==> config.mk <==
export PLATFORM = sky130hd
export DESIGN_NAME = bts_front
export DESIGN_NICKNAME = d
export VERILOG_FILES = /design/src/rtl/core/bts_pkg.sv /design/src/rtl/core/bts_front.sv
export SDC_FILE = /design/constraint.sdc
export NUM_CORES = 1
export LEC_CHECK = 0
export ABC_CLOCK_PERIOD_IN_PS = 40900
export BUFFER_PORTS_ARGS = -buffer_cell sky130_fd_sc_hd__buf_2
export CORE_MARGIN = 3
export CORE_UTILIZATION = 60
export DETAILED_ROUTE_END_ITERATION = 10
export PLACE_DENSITY = 0.79
export SYNTH_ARGS = -nofsm -noshare
export SYNTH_HDL_FRONTEND = slang
export SYNTH_SLANG_ARGS = --single-unit
==> constraint.sdc <==
create_clock -name i_clk -period 40.9 [get_ports i_clk]
set_input_delay 6.135 -clock i_clk [delete_from_list [all_inputs] [get_ports i_clk]]
set_output_delay 6.135 -clock i_clk [all_outputs]
set_load 0.02 [all_outputs]
==> src/rtl/core/bts_pkg.sv <==
// ----------------------------------------------------------------------------
// Bilinear texture sampler package
// Shared widths, opcodes and queue entry type.
// ----------------------------------------------------------------------------
`default_nettype none
package bts_pkg;
    localparam int MAX_SIDE     = 64;
    localparam int SIDE_W       = $clog2(MAX_SIDE);
    localparam int ADDR_W       = 2 * SIDE_W;
    localparam int DEPTH        = MAX_SIDE * MAX_SIDE;
    localparam int CHANNEL_BITS = 16;
    localparam int TEXEL_W      = 4 * CHANNEL_BITS;
    localparam int CFG_IDX_W    = 2;
    localparam int CFG_DATA_W   = 7;
    localparam int INDEX_W      = 12;
    localparam int COORD_W      = 17;
    localparam int FRAC_W       = 16;

    localparam logic OP_WRITE  = 1'b0;
    localparam logic OP_SAMPLE = 1'b1;

    localparam logic [CFG_IDX_W-1:0] REG_WIDTH    = 2'd0;
    localparam logic [CFG_IDX_W-1:0] REG_HEIGHT   = 2'd1;
    localparam logic [CFG_IDX_W-1:0] REG_CHANNELS = 2'd2;
    localparam logic [CFG_IDX_W-1:0] REG_LINEAR   = 2'd3;

    localparam logic signed [CHANNEL_BITS-1:0] ALPHA_ONE = 16'sd256;

    typedef struct packed {
        logic                 is_write;
        logic [ADDR_W-1:0]    addr0;
        logic [ADDR_W-1:0]    addr1;
        logic [ADDR_W-1:0]    addr2;
        logic [ADDR_W-1:0]    addr3;
        logic [FRAC_W-1:0]    fx;
        logic [FRAC_W-1:0]    fy;
        logic                 linear;
        logic [2:0]           chans;
        logic [TEXEL_W-1:0]   texel;
    } t_cmd;

    localparam int QDEPTH = 2;
endpackage
`default_nettype wire

==> src/rtl/core/bts_front.sv <==
// ----------------------------------------------------------------------------
// Bilinear texture sampler front end
// Accepts items, scales coordinates, forms texel addresses, queues commands.
// ----------------------------------------------------------------------------
`default_nettype none
module bts_front (
    input  wire logic                           i_clk,
    input  wire logic                           i_rst_n,
    input  wire logic                           i_valid,
    output logic                                o_stall,
    input  wire logic                           i_opcode,
    input  wire logic [bts_pkg::INDEX_W-1:0]    i_texel_index,
    input  wire logic [bts_pkg::TEXEL_W-1:0]    i_texel,
    input  wire logic [bts_pkg::COORD_W-1:0]    i_coord_u,
    input  wire logic [bts_pkg::COORD_W-1:0]    i_coord_v,
    input  wire logic [6:0]                     i_width,
    input  wire logic [6:0]                     i_height,
    input  wire logic [2:0]                     i_chans,
    input  wire logic                           i_linear,
    output bts_pkg::t_cmd                       o_cmd,
    output logic                                o_cmd_valid,
    input  wire logic                           i_cmd_take
);
    localparam int SW = bts_pkg::SIDE_W;

    // stage 1 register: scaled coordinates
    logic                         r_s1_valid;
    logic                         r_s1_write;
    logic [bts_pkg::INDEX_W-1:0]  r_s1_index;
    logic [bts_pkg::TEXEL_W-1:0]  r_s1_texel;
    logic [bts_pkg::COORD_W+SW-1:0] r_pu, r_pv;
    logic [SW:0]                  r_w, r_h;
    logic                         r_s1_linear;
    logic [2:0]                   r_s1_chans;

    bts_pkg::t_cmd r_q [bts_pkg::QDEPTH];
    logic [1:0]    r_cnt;
    logic          r_rd, r_wr;

    logic [SW:0] w_c, h_c;
    logic [bts_pkg::COORD_W-1:0] u_s, v_s;
    logic [SW:0] x1, y1, x2, y2;
    logic [bts_pkg::ADDR_W+1:0] row1, row2;
    bts_pkg::t_cmd cmd;
    logic accept, push, pop;

    always_comb begin
        w_c = (i_width == 7'd0) ? (SW+1)'(1) :
              (i_width > 7'(bts_pkg::MAX_SIDE)) ? (SW+1)'(bts_pkg::MAX_SIDE) : i_width[SW:0];
        h_c = (i_height == 7'd0) ? (SW+1)'(1) :
              (i_height > 7'(bts_pkg::MAX_SIDE)) ? (SW+1)'(bts_pkg::MAX_SIDE) : i_height[SW:0];
        u_s = (i_coord_u > 17'h10000) ? 17'h10000 : i_coord_u;
        v_s = (i_coord_v > 17'h10000) ? 17'h10000 : i_coord_v;
    end

    // stage 1 may advance only if the queue has room for what it holds
    assign o_stall = r_s1_valid && (r_cnt == 2'(bts_pkg::QDEPTH)) && !pop;
    assign accept  = i_valid && !o_stall;
    assign push    = r_s1_valid && !o_stall;
    assign pop     = o_cmd_valid && i_cmd_take;

    always_comb begin
        x1 = r_pu[bts_pkg::COORD_W+SW-1:16];
        y1 = r_pv[bts_pkg::COORD_W+SW-1:16];
        x2 = ((x1 + 1'b1) >= r_w) ? r_w - 1'b1 : x1 + 1'b1;
        y2 = ((y1 + 1'b1) >= r_h) ? r_h - 1'b1 : y1 + 1'b1;
        row1 = (bts_pkg::ADDR_W+2)'(y1 * r_w);
        row2 = (bts_pkg::ADDR_W+2)'(y2 * r_w);
        cmd.is_write = r_s1_write;
        cmd.addr0    = bts_pkg::ADDR_W'(row1 + x1);
        cmd.addr1    = bts_pkg::ADDR_W'(row1 + x2);
        cmd.addr2    = bts_pkg::ADDR_W'(row2 + x1);
        cmd.addr3    = bts_pkg::ADDR_W'(row2 + x2);
        if (r_s1_write) begin
            cmd.addr0 = r_s1_index[bts_pkg::ADDR_W-1:0];
        end
        cmd.fx     = r_pu[15:0];
        cmd.fy     = r_pv[15:0];
        cmd.linear = r_s1_linear;
        cmd.chans  = r_s1_chans;
        cmd.texel  = r_s1_texel;
    end

    always_ff @(posedge i_clk) begin
        if (!i_rst_n) begin
            r_s1_valid <= 1'b0;
        end else if (!o_stall) begin
            r_s1_valid <= accept && !(i_opcode == bts_pkg::OP_WRITE &&
                          (bts_pkg::INDEX_W+1)'(i_texel_index) >=
                          (bts_pkg::INDEX_W+1)'(bts_pkg::DEPTH));
        end
        if (!o_stall) begin
            r_s1_write  <= (i_opcode == bts_pkg::OP_WRITE);
            r_s1_index  <= i_texel_index;
            r_s1_texel  <= i_texel;
            r_pu        <= (bts_pkg::COORD_W+SW)'(u_s * (w_c - 1'b1));
            r_pv        <= (bts_pkg::COORD_W+SW)'(v_s * (h_c - 1'b1));
            r_w         <= w_c;
            r_h         <= h_c;
            r_s1_linear <= i_linear;
            r_s1_chans  <= i_chans;
        end
    end

    assign o_cmd_valid = (r_cnt != 2'd0);
    assign o_cmd       = r_q[r_rd];

    always_ff @(posedge i_clk) begin
        if (!i_rst_n) begin
            r_cnt <= '0;
            r_rd  <= 1'b0;
            r_wr  <= 1'b0;
        end else begin
            if (push) r_wr <= ~r_wr;
            if (pop)  r_rd <= ~r_rd;
            r_cnt <= r_cnt + 2'(push) - 2'(pop);
        end
        if (push) r_q[r_wr] <= cmd;
    end
endmodule
`default_nettype wire

==> flow_metrics.env <==
export IMPL_final_cell_area_mm2=0.0328
export IMPL_critical_path_cell_chain="buf_2 -> nand4bb_4 -> inv_1 -> buf_2"
export IMPL_layout_worst_path_cycle_share_pct=32.8
export IMPL_peakVddDrop_mv=0.0947
export IMPL_ios=284
export IMPL_setup_tns_ns=0
export IMPL_synth_edf_count=439
export IMPL_core_area_mm2=0.0478
export IMPL_pre_cts_ws_ns=27.44
export IMPL_drv_cap=0
export IMPL_synth_cell_types=68
export IMPL_synth_top_family_by_area="adder cells"
export IMPL_synth_area_mm2=0.0292
export IMPL_wl_met3_mm=3.21
export IMPL_insertion_delay_ns=0.58
export IMPL_syn_avg_cell_area_um2=12.3
export IMPL_synth_mux_area_share_pct=6.32
export IMPL_row_count=80
export IMPL_cts_resized=0
export IMPL_ys_warn_count=0
export IMPL_grt_overflow=0
export IMPL_die_width_um=226
export IMPL_synthSimpleGateAreaFrac_pct=10.2
export IMPL_start_util_pct=61.0
export IMPL_cts_path_max_buffers=3
export IMPL_dp_cells=3253
export IMPL_synth_compound_area_share_pct=4.23
export IMPL_met1_length_mm=23.6
export IMPL_gp_congestion=0.889
export IMPL_synth_xor_area_share_pct=3.85
export IMPL_dr_wl_met2_mm=30.3
export IMPL_ys_ff_latch=445
export IMPL_viasPerCell=5.47
export IMPL_root_buffer="clkbuf_16"
export IMPL_yosys_top_cells_area="edfxtp_1, fa_1, ha_1"
export IMPL_grt_use_total_pct=23.3
export IMPL_run_status="complete, no violations"
export IMPL_postCtsHoldBufs=0
export IMPL_clkTransAtPathRegs_ns=0.06
export IMPL_p_leak_nw=14.3
export IMPL_synth_top_area_share_pct=45.2
export IMPL_min_period_ns=13.42
export IMPL_dr_max_layer_used="met4"
export IMPL_route_detailed_drc=0
export IMPL_ys_top_cells_by_count="edfxtp_1, inv_1, fa_1"
export IMPL_io_buffers=283
export IMPL_finalSetupViolCount=0
export IMPL_required_ns=34.76
export IMPL_grt_pass1_wl_mm=95.1
export IMPL_cts_buffers=43
export IMPL_post_synth_top_count_cell="edfxtp_1"
export IMPL_clock_sinks=445
export IMPL_drive_gt1_share_pct=20.0
export IMPL_synthAdderAreaFrac_pct=24.4
export IMPL_grt_pass1_vias=19200
export IMPL_wl_mm=58.9
export IMPL_synth_main_ff_cell="edfxtp_1"
export IMPL_dieHeight_um=226
export IMPL_cts_max_level=2
export IMPL_vias=18200
export IMPL_place_area_mm2=0.0314
export IMPL_die_area_mm2=0.0513
export IMPL_wl_per_cell_um=17.7
export IMPL_layout_cells_non_filler=3336
export IMPL_whs_path_depth=0
export IMPL_drt_iter0_markers=883
export IMPL_clock_fmax_ghz=0.0745
export IMPL_crit_family="simple AND/OR/NAND/NOR gates"
export IMPL_post_cts_buffers=0
export IMPL_dpl_hpwl_mm=44.2
export IMPL_fin_ws_ns=27.48
export IMPL_syn2layout_area_growth_pct=12.3
export IMPL_max_slew_worst_pin_slew_ns=1.36
export IMPL_crit_fanout=30
export IMPL_yosys_area_top_type="edfxtp_1"
export IMPL_start_kind="input pin"
export IMPL_grt_antenna_before_repair=4
export IMPL_arrival_ns=7.29
export IMPL_tritoncts="built"
export IMPL_skew_ns=0.0172
export IMPL_async_flop_share_pct=0
export IMPL_path_common_cell="buf_2"
export IMPL_cp_num_cells=4
export IMPL_grt_max_degree=147
export IMPL_synthCells=2377
export IMPL_nets=3245
export IMPL_antenna_left=0
export IMPL_yosysSeqAreaShare_pct=45.6
export IMPL_power_density_mw_per_mm2=86.2
export IMPL_worst_setup_path_type="in2out"
export IMPL_hold_class="reg2reg"
export IMPL_crit_slowest_cell="nand4bb_4"
export IMPL_reg2reg_depth=25
export IMPL_drt_first_pass_iters=5
export IMPL_hold_violations=0
export IMPL_crit_buf_inv=3
export IMPL_max_stage_delay_ns=0.59
export IMPL_slew_headroom_pct=9.34
export IMPL_rsz0062_at_grt="false"
export IMPL_end_kind="output port"
export IMPL_slew_violations=0
## kinds of logic (layout without fill, tap and decap cells)
| group | after synthesis | count (layout) |
|---|---|---|
| AOI/OAI and AO/OA | 193 | 193 |
| xor gates and xnor gates | 125 | 125 |
| adders and majority gates | 429 | 429 |
| buffers and inverters | 416 | 725 |
| DFF | 445 | 445 |
| muxes | 163 | 163 |
| other | 2 | 37 |
| and+or+nand+nor | 604 | 604 |
## state kept, by name (all words and copies together), names as in the netlist, named ones only
register and count:
r_s1_index 12, r_w 7, r_rd 1, r_q 298, r_pu 23, r_s1_texel 64
r_s1_chans 3, r_h 7, r_s1_linear 1, r_s1_write 1, r_cnt 2, r_s1_valid 1
r_wr 1, r_pv 23
## path summary, 6_finish.rpt
kind                                end                      from  slack (ns)
setup / recovery                o_stall                i_cmd_take       27.48
hold / removal     r_q[1][55]$_DFFE_PP_  r_s1_texel[55]$_DFFE_PN_        0.44
setup reg to reg  r_q[0][122]$_DFFE_PP_        r_pv[16]$_DFFE_PN_       33.32
hold reg to reg    r_q[1][55]$_DFFE_PP_  r_s1_texel[55]$_DFFE_PN_        0.44
## final cells by class
type	count	area [µm²]
fillers	3360	15100
multi-input cells	1546	14400
flip-flops and latches	445	13300
repair buffers	296	1530
inverters	351	1320
clock buffers	52	1120
well taps	615	769
clock inverters	26	259
diodes	5	12.5
## cell usage in the layout, fill, tap and decap left out, types with 7 or more instances in the layout
cell       count
a21o_1        26
a21oi_1       55
and2_1       119
and3_1        31
buf_2        283
buf_4         12
clkbuf_1       8
clkbuf_16     43
clkinv_1       7
clkinv_2      12
conb_1        32
edfxtp_1     439
fa_1         232
ha_1         197
inv_1        350
mux2_2       157
nand2_1      153
nand2b_1      16
nand3_1       47
nand4_1        8
nor2_1       151
nor2b_1       29
nor3_1        14
nor4_1        12
o21a_1        17
o21ai_0       46
xnor2_1       95
xor2_1        27
## power by group
part / switching, mW / internal (mW) / total, mW
logic: 0.956 / 0.692 / 1.65
registers: 0.0531 / 0.734 / 0.787
clock network: 0.166 / 0.222 / 0.388
## through the flow
stage                     total power, mW  hold slack, ns  util, %
after global routing                 3.06           0.448     68.4
after CTS                            2.83           0.435     68.4
after global placement               2.36           0.422     65.5
after floorplan                      2.04           0.421        -
final                                2.82           0.441     68.4
after detailed placement             2.43           0.430     65.5
## per-layer routing
| metal | up-vias | global-route usage, % |
|---|---|---|
| li1 | 8586 | - |
| met1 | 9036 | 28.5 |
| met2 | 486 | 41.7 |
| met3 | 126 | 3.88 |
| met4 | 0 | 8.35 |
| met5 | - | 0 |
Note: power is estimated with default switching activity, not from simulation.
